**src/sha1_pkg.sv**
```systemverilog
// ----------------------------------------------------------------------------
// SHA-1 digest package
// Shared types, constants and helper functions for the SHA-1 digest unit.
// ----------------------------------------------------------------------------
package sha1_pkg;

  localparam int unsigned NumRounds   = 80;
  localparam int unsigned BlockWords  = 16;
  localparam int unsigned FillWidth   = 6;
  localparam int unsigned CountWidth  = 61;
  localparam int unsigned RoundWidth  = 7;

  localparam logic [31:0] IV0 = 32'h67452301;
  localparam logic [31:0] IV1 = 32'hEFCDAB89;
  localparam logic [31:0] IV2 = 32'h98BADCFE;
  localparam logic [31:0] IV3 = 32'h10325476;
  localparam logic [31:0] IV4 = 32'hC3D2E1F0;

  localparam logic [31:0] K0 = 32'h5A827999;
  localparam logic [31:0] K1 = 32'h6ED9EBA1;
  localparam logic [31:0] K2 = 32'h8F1BBCDC;
  localparam logic [31:0] K3 = 32'hCA62C1D6;

  localparam logic [7:0] PAD_BYTE = 8'h80;

  // Padding leaves room for the length only when the marker lands below this.
  localparam logic [FillWidth-1:0] LEN_FIT_LIMIT = 6'd56;

  typedef enum logic [1:0] {
    GRP_CHOOSE   = 2'd0,
    GRP_PARITY_A = 2'd1,
    GRP_MAJORITY = 2'd2,
    GRP_PARITY_B = 2'd3
  } sha1_group_t;

  typedef enum logic [2:0] {
    ST_IDLE,
    ST_PAD,
    ST_PAD_LEN,
    ST_ROUND,
    ST_ADD,
    ST_OUT
  } sha1_state_t;

  typedef struct packed {
    logic [31:0] a;
    logic [31:0] b;
    logic [31:0] c;
    logic [31:0] d;
    logic [31:0] e;
  } sha1_work_t;

  localparam sha1_work_t IV_WORK = '{a: IV0, b: IV1, c: IV2, d: IV3, e: IV4};

  function automatic sha1_group_t round_group(input logic [RoundWidth-1:0] rnd);
    sha1_group_t grp;
    if (rnd < 7'd20) begin
      grp = GRP_CHOOSE;
    end else if (rnd < 7'd40) begin
      grp = GRP_PARITY_A;
    end else if (rnd < 7'd60) begin
      grp = GRP_MAJORITY;
    end else begin
      grp = GRP_PARITY_B;
    end
    return grp;
  endfunction

  function automatic logic [31:0] round_const(input sha1_group_t grp);
    logic [31:0] k;
    unique case (grp)
      GRP_CHOOSE:   k = K0;
      GRP_PARITY_A: k = K1;
      GRP_MAJORITY: k = K2;
      GRP_PARITY_B: k = K3;
      default:      k = K0;
    endcase
    return k;
  endfunction

  function automatic logic [31:0] rotl(input logic [31:0] v, input int unsigned s);
    return (v << s) | (v >> (32 - s));
  endfunction

endpackage

```
**src/sha1_round.sv**
```systemverilog
// ----------------------------------------------------------------------------
// SHA-1 round unit
// One compression round: mixes the working variables with one schedule word.
// ----------------------------------------------------------------------------
module sha1_round (
  input  sha1_pkg::sha1_work_t  work_in,
  input  logic [31:0]           sched_word,
  input  sha1_pkg::sha1_group_t group_sel,
  output sha1_pkg::sha1_work_t  work_out
);
  import sha1_pkg::*;

  logic [31:0] f_val;
  logic [31:0] t_val;

  always_comb begin
    unique case (group_sel)
      GRP_CHOOSE:   f_val = (work_in.b & work_in.c) | (~work_in.b & work_in.d);
      GRP_MAJORITY: f_val = (work_in.b & work_in.c) | (work_in.b & work_in.d) |
                            (work_in.c & work_in.d);
      default:      f_val = work_in.b ^ work_in.c ^ work_in.d;
    endcase
  end

  assign t_val = rotl(work_in.a, 5) + f_val + work_in.e + round_const(group_sel) + sched_word;

  assign work_out.a = t_val;
  assign work_out.b = work_in.a;
  assign work_out.c = rotl(work_in.b, 30);
  assign work_out.d = work_in.c;
  assign work_out.e = work_in.d;

endmodule

```
**src/sha1_message_digest_unit.sv**
```systemverilog
// ----------------------------------------------------------------------------
// SHA-1 message digest unit: takes one byte request at a time while idle; a request that
// fills a block, or a closing request, stalls the input until the block (and any padding
// block) is compressed and, for a closing request, the digest is registered at the output;
// a digest still stalled at the output holds the unit in its output state until it is taken.
// One shared round unit runs one round per cycle. Synchronous reset loads the initial
// vector and clears the counts.
// ----------------------------------------------------------------------------
module sha1_message_digest_unit (
  input  logic        clk,
  input  logic        rst_n,
  input  logic        in_valid,
  output logic        in_stall,
  input  logic [7:0]  in_data_byte,
  input  logic        in_byte_valid,
  input  logic        in_last_item,
  output logic        out_valid,
  input  logic        out_stall,
  output logic [31:0] out_digest_word0,
  output logic [31:0] out_digest_word1,
  output logic [31:0] out_digest_word2,
  output logic [31:0] out_digest_word3,
  output logic [31:0] out_digest_word4
);
  import sha1_pkg::*;

  sha1_state_t              state_r, state_nxt;
  sha1_state_t              after_r, after_nxt;
  logic [RoundWidth-1:0]    round_r, round_nxt;
  logic [FillWidth-1:0]     fill_r, fill_nxt;
  logic [CountWidth-1:0]    count_r, count_nxt;
  logic                     out_valid_r, out_valid_nxt;
  sha1_work_t               chain_r, chain_nxt;
  sha1_work_t               work_r;
  sha1_work_t               round_out;
  sha1_work_t               digest_r;
  logic [31:0]              wbuf_r [BlockWords];

  logic                     in_accept;
  logic                     load_work;
  logic                     take_digest;
  logic [63:0]              bit_len;
  logic [31:0]              sched_new;

  assign in_stall  = (state_r != ST_IDLE);
  assign in_accept = in_valid && !in_stall;
  assign bit_len   = {count_r, 3'b000};
  assign sched_new = rotl(wbuf_r[13] ^ wbuf_r[8] ^ wbuf_r[2] ^ wbuf_r[0], 1);

  sha1_round u_round (
    .work_in    (work_r),
    .sched_word (wbuf_r[0]),
    .group_sel  (round_group(round_r)),
    .work_out   (round_out)
  );

  always_ff @(posedge clk) begin
    if (!rst_n) begin
      state_r     <= ST_IDLE;
      after_r     <= ST_IDLE;
      round_r     <= '0;
      fill_r      <= '0;
      count_r     <= '0;
      out_valid_r <= 1'b0;
      chain_r     <= IV_WORK;
    end else begin
      state_r     <= state_nxt;
      after_r     <= after_nxt;
      round_r     <= round_nxt;
      fill_r      <= fill_nxt;
      count_r     <= count_nxt;
      out_valid_r <= out_valid_nxt;
      chain_r     <= chain_nxt;
    end
  end

  always_comb begin
    state_nxt     = state_r;
    after_nxt     = after_r;
    round_nxt     = round_r;
    fill_nxt      = fill_r;
    count_nxt     = count_r;
    chain_nxt     = chain_r;
    load_work     = 1'b0;
    take_digest   = 1'b0;
    out_valid_nxt = out_valid_r && out_stall;

    unique case (state_r)
      ST_IDLE: begin
        if (in_accept) begin
          if (in_byte_valid) begin
            fill_nxt  = fill_r + 1'b1;
            count_nxt = count_r + 1'b1;
            // The byte completes a block: compress before anything else.
            if (fill_r == '1) begin
              state_nxt = ST_ROUND;
              after_nxt = in_last_item ? ST_PAD : ST_IDLE;
              round_nxt = '0;
              load_work = 1'b1;
            end else if (in_last_item) begin
              state_nxt = ST_PAD;
            end
          end else if (in_last_item) begin
            state_nxt = ST_PAD;
          end
        end
      end
      ST_PAD: begin
        state_nxt = ST_ROUND;
        after_nxt = (fill_r >= LEN_FIT_LIMIT) ? ST_PAD_LEN : ST_OUT;
        round_nxt = '0;
        load_work = 1'b1;
      end
      ST_PAD_LEN: begin
        state_nxt = ST_ROUND;
        after_nxt = ST_OUT;
        round_nxt = '0;
        load_work = 1'b1;
      end
      ST_ROUND: begin
        round_nxt = round_r + 1'b1;
        if (round_r == RoundWidth'(NumRounds - 1)) begin
          state_nxt = ST_ADD;
        end
      end
      ST_ADD: begin
        chain_nxt.a = chain_r.a + work_r.a;
        chain_nxt.b = chain_r.b + work_r.b;
        chain_nxt.c = chain_r.c + work_r.c;
        chain_nxt.d = chain_r.d + work_r.d;
        chain_nxt.e = chain_r.e + work_r.e;
        state_nxt   = after_r;
      end
      ST_OUT: begin
        // Hold the digest until the previous one has been taken.
        if (!out_valid_r || !out_stall) begin
          take_digest   = 1'b1;
          out_valid_nxt = 1'b1;
          chain_nxt     = IV_WORK;
          fill_nxt      = '0;
          count_nxt     = '0;
          state_nxt     = ST_IDLE;
        end
      end
      default: begin
        state_nxt = ST_IDLE;
      end
    endcase
  end

  always_ff @(posedge clk) begin
    if (load_work) begin
      work_r <= chain_r;
    end else if (state_r == ST_ROUND) begin
      work_r <= round_out;
    end
    if (take_digest) begin
      digest_r <= chain_r;
    end
  end

  // The block buffer doubles as the message schedule: it shifts one word per round.
  always_ff @(posedge clk) begin
    case (state_r)
      ST_IDLE: begin
        if (in_accept && in_byte_valid) begin
          for (int ln = 0; ln < 4; ln++) begin
            if (fill_r[1:0] == 2'(ln)) begin
              wbuf_r[fill_r[5:2]][31-8*ln -: 8] <= in_data_byte;
            end
          end
        end
      end
      ST_PAD: begin
        for (int wd = 0; wd < BlockWords; wd++) begin
          if ((fill_r < LEN_FIT_LIMIT) && (wd == BlockWords - 2)) begin
            wbuf_r[wd] <= bit_len[63:32];
          end else if ((fill_r < LEN_FIT_LIMIT) && (wd == BlockWords - 1)) begin
            wbuf_r[wd] <= bit_len[31:0];
          end else if (4'(wd) > fill_r[5:2]) begin
            wbuf_r[wd] <= '0;
          end else if (4'(wd) == fill_r[5:2]) begin
            for (int ln = 0; ln < 4; ln++) begin
              if (2'(ln) == fill_r[1:0]) begin
                wbuf_r[wd][31-8*ln -: 8] <= PAD_BYTE;
              end else if (2'(ln) > fill_r[1:0]) begin
                wbuf_r[wd][31-8*ln -: 8] <= 8'h00;
              end
            end
          end
        end
      end
      ST_PAD_LEN: begin
        for (int wd = 0; wd < BlockWords - 2; wd++) begin
          wbuf_r[wd] <= '0;
        end
        wbuf_r[14] <= bit_len[63:32];
        wbuf_r[15] <= bit_len[31:0];
      end
      ST_ROUND: begin
        for (int wd = 0; wd < BlockWords - 1; wd++) begin
          wbuf_r[wd] <= wbuf_r[wd+1];
        end
        wbuf_r[BlockWords-1] <= sched_new;
      end
      default: begin
      end
    endcase
  end

  assign out_valid        = out_valid_r;
  assign out_digest_word0 = digest_r.a;
  assign out_digest_word1 = digest_r.b;
  assign out_digest_word2 = digest_r.c;
  assign out_digest_word3 = digest_r.d;
  assign out_digest_word4 = digest_r.e;

endmodule

```
**config.mk**
```make
export PLATFORM = sky130hd
export DESIGN_NAME = sha1_message_digest_unit
export DESIGN_NICKNAME = d
export VERILOG_FILES = /design/src/sha1_pkg.sv /design/src/sha1_round.sv /design/src/sha1_message_digest_unit.sv
export SDC_FILE = /design/constraint.sdc
export NUM_CORES = 2
export LEC_CHECK = 0
export ABC_AREA = 1
export BUFFER_PORTS_ARGS = -buffer_cell sky130_fd_sc_hd__buf_2
export CORE_MARGIN = 3
export CORE_UTILIZATION = 49
export CTS_BUF_LIST = sky130_fd_sc_hd__clkbuf_16
export CTS_CLUSTER_DIAMETER = 120
export CTS_CLUSTER_SIZE = 40
export DETAILED_ROUTE_END_ITERATION = 8
export PLACE_DENSITY = 0.65
export SLEW_MARGIN = 20
export SYNTH_ARGS = -nofsm -noshare
export SYNTH_HDL_FRONTEND = slang
export SYNTH_HIERARCHICAL = 1
export SYNTH_SLANG_ARGS = --single-unit
```
**constraint.sdc**
```tcl
create_clock -name clk -period 14.25 [get_ports clk]
set_input_delay 2.85 -clock clk [delete_from_list [all_inputs] [get_ports clk]]
set_output_delay 2.85 -clock clk [all_outputs]
set_load 0.01 [all_outputs]
```
==> reports/results.md <==
| Item | Reported |
|---|---|
| CTS max path bufs | 3 |
| Clock period minus final worst setup slack | 6560 ps |
| Setup crit start kind | register |
| Register area share after synthesis | 41.6% |
| Hold Buf Count CTS | 0 |
| Simple-Gate Fraction of Synth Area | 24.9% |
| Largest net degree at the start of global routing | 128 |
| Part of the cycle the worst path needs | 46.1% |
| Via count | 60025 |
| X dimension of the die | 372 µm |
| Boundary pin count | 176 |
| Post-cts repair resize count | 0 |
| Largest family of logic cells by synthesized area | simple AND/OR/NAND/NOR gates |
| Number of buffers inserted by post-CTS setup repair | 0 |
| Total of warnings raised by yosys | 6 |
| Share of post-route cells with drive strength above 1 | 4.86% |
| NumNets Final | 9035 |
| TritonCTS clock tree | built |
| Total met3 wirelength after detailed routing | 19.9 mm |
| CTS sink cnt | 1073 |
| Clock Tree Root | clkbuf_16 |
| Hold violation total from the final report | 0 |
| Maximum clock frequency | 152 MHz |
| Pre-CTS setup slack | 7810 ps |
| # H-tree levels | 2 |
| Routed via count divided by cell count | 5.73 |
| Endpoint type of the worst setup path | register |
| Register-to-Register Setup Slack | 7690 ps |
| Weighted congestion reported at the end of routability-driven placement | 1.04 |
| Wire length of the first global-routing pass | 362 mm |
| Count of port buffers added during placement | 175 |
| Clk pin slew, worst setup/hold paths | 150 ps |
| Overall die area | 138000 µm² |
| Mapped cell area | 65600 µm² |
| CP Capture Point | work_r[153] |
| Synth cell types | 58 |
| Total Wirelength | 247 mm |
| Detail Route Antenna Nets | 0 |
| Height of the die | 372 µm |
| Rel. slew slack | 27.7% |
| Number of nets produced by synthesis | 9177 |
| Total negative slack for setup checks | 0 ps |
| Max_cap viols | 0 |
| CTS buffer count | 38 |
| Sum of routed wire segments on met1 | 97.3 mm |
| Cell Count, Final, Fillers Out | 10481 |
| Share of the core filled with cells in the final layout | 51.7% |
| Total met2 wirelength after detailed routing | 114 mm |
| Crit path kind | register to register |
| Via count of the first global-routing pass | 56210 |
| All-Layer GR Usage | 35.1% |
| Critical Path Start | round_r[4] |
| Critical register-to-register path endpoint | work_r[153] |
| Tightest Pin Transition | 1070 ps |
| Most used flip-flop cell after synthesis | edfxtp_1 |
| Number of enable-type register cells in the synthesized netlist | 576 |
| Post-Place Cells | 10407 |
| Worst R2R Path Depth | 28 |
| Largest incremental delay on the critical path | 500 ps |
| Starting density of the core | 49.6% |
| Count of state elements after synthesis | 1073 |
| Class of the most critical hold timing path | register to register |
| Initial DRT Pass Iterations | 7 |
| Global route total overflow | 0 |
| Row cnt | 133 |
| Antenna violations before repair | 6 |
| Arrival time worst endpoint | 6980 ps |
| Post-DP HPWL | 188 mm |
| Required @ worst endpoint | 14670 ps |
| Standard cell with the maximum stage delay on the critical path | fa_1 |
| Worst-path fanout max | 31 |
| Multiplexer share of the synthesized area | 0% |
| Per-instance average area after synthesis | 7.42 µm² |
| Xor/xnor share of the synthesized area | 1.67% |
| Drt wl/cell | 23.6 µm |
| Max-slew violation count | 0 |
| Clock tree skew after final layout | 59.5 ps |
| Adder-cell share of the synthesized area | 7.71% |
| Min setup slack post-route | 7690 ps |
| Share of synthesized flip-flops with an asynchronous set or reset | 0% |
| Worst hold stages | 2 |
| Core Footprint | 132000 µm² |
| Number of DRC violations after detailed routing | 0 |
| Layout overhead on the synthesized area | 4.28% |
| Synthesized-area fraction occupied by ao, oa, aoi and oai cells | 13.5% |
| RSZ-0062 raised after global routing | no |
| Outcome | completed |
| Reg-to-reg startpoint | round_r[4] |
| Uppermost signal routing layer after detailed routing | met5 |
| Final setup fails | 0 |
| Number of cells produced by synthesis | 8834 |
| Clock network latency to the later pin of the worst-skew pair | 710 ps |
| Number of design-rule violations left by the first detailed-router iteration | 6716 |
-- kinds of logic (layout without fill, tap and decap cells) --
kind of cell               count (synthesis)  after routing
DFF                                     1073           1073
other                                      0              6
xor gates and xnor gates                 125            125
adders and majority gates                329            329
and+or+nand+nor                         4029           4029
AOI/OAI and AO/OA                       1578           1578
buffers and inverters                   1700           1586
-- flip-flops by register name, indices dropped and copies added, names as in the netlist --
| register | cells |
|---|---|
| after_r | 3 |
| chain_r | 160 |
| count_r | 61 |
| wbuf_r | 512 |
| round_r | 7 |
| out_digest_word0 | 32 |
| state_r | 3 |
| out_valid | 1 |
| out_digest_word3 | 32 |
| out_digest_word1 | 32 |
| out_digest_word4 | 32 |
| out_digest_word2 | 32 |
| fill_r | 6 |
| work_r | 160 |
-- worst min path at each step --
stage | startpoint | slack (ps) | to
after floorplan | wbuf_r[7][17] | 430 | wbuf_r[6][17]
after global placement | wbuf_r[6][24] | 450 | wbuf_r[5][24]
after detailed placement | wbuf_r[6][8] | 450 | wbuf_r[5][8]
after CTS | wbuf_r[6][30] | 470 | wbuf_r[5][30]
after global routing | wbuf_r[3][19] | 490 | wbuf_r[3][19]
final | wbuf_r[6][8] | 470 | wbuf_r[5][8]
-- stage by stage --
step / instance area [µm²] / hold WS, ps
4_1_cts: 68300 / 472
2_1_floorplan: 65600 / 429
6_report: 68400 / 472
3_5_place_dp: 67000 / 453
3_3_place_gp: 67000 / 446
5_1_grt: 68300 / 491
-- routing by layer --
layer  global-route usage (%)  vias to the layer above
li1                         -                    28245
met5                        0                        -
met4                     18.3                        8
met2                     58.0                     2801
met3                     5.77                      643
met1                     44.1                    28328
-- cells in the final DEF (no fill, tap or decap), drive strengths merged, types with 7 or more instances in the layout --
cell and instances:
nand2 2774, inv 1289, o21ai 683, nor2 618, edfxtp 576, a21oi 509, dfxtp 497, nand3 446
buf 243, ha 204, fa 125, xor2 83, a31oi 82, nand4 76, a22oi 74, nor3 69
o22ai 49, xnor2 42, o221ai 41, clkbuf 39, o211ai 28, o21bai 21, and2 19, a22o 16
nand3b 15, a211oi 15, o2111ai 14, clkinv 14, o31ai 13, a21o 8, or2 8, a21boi 8
o21a 7
-- critical path, delay by kind of cell (launching register included) --
family	cells	cell delay (ps)
adder cells (fa/ha/maj)	6	2340
AND/OR/NAND/NOR	13	1460
buffers and inverters	6	1210
AO/OA/AOI/OAI	3	770
flip-flops	1	460
-- cells in the mapped netlist, drive strengths merged (42+ instances only) --
master | instances | share of area [%]
a21oi | 509 | 3.9
a22oi | 74 | 0.85
a31oi | 82 | 0.78
buf | 238 | 2.3
clkbuf | 187 | 1.1
dfxtp | 497 | 15
edfxtp | 576 | 26
fa | 125 | 3.8
ha | 204 | 3.9
inv | 1270 | 7.3
nand2 | 2774 | 16
nand3 | 446 | 3.5
nand4 | 76 | 0.73
nor2 | 618 | 3.7
nor3 | 69 | 0.57
o21ai | 683 | 5.3
o22ai | 49 | 0.47
xnor2 | 42 | 0.56
xor2 | 83 | 1.1
-- area by class of cell --
type	instances	area (µm²)
clock buffers	39	976
multi-input cells	6061	31400
repair buffers	243	1390
flip-flops and latches	1073	27200
inverters	1275	4800
clock inverters	29	349
diodes	6	15.0
fillers	13226	63800
well taps	1755	2200
Power is not shown: default switching activity piles up to over one toggle a cycle in this logic, so the estimate is an artifact.
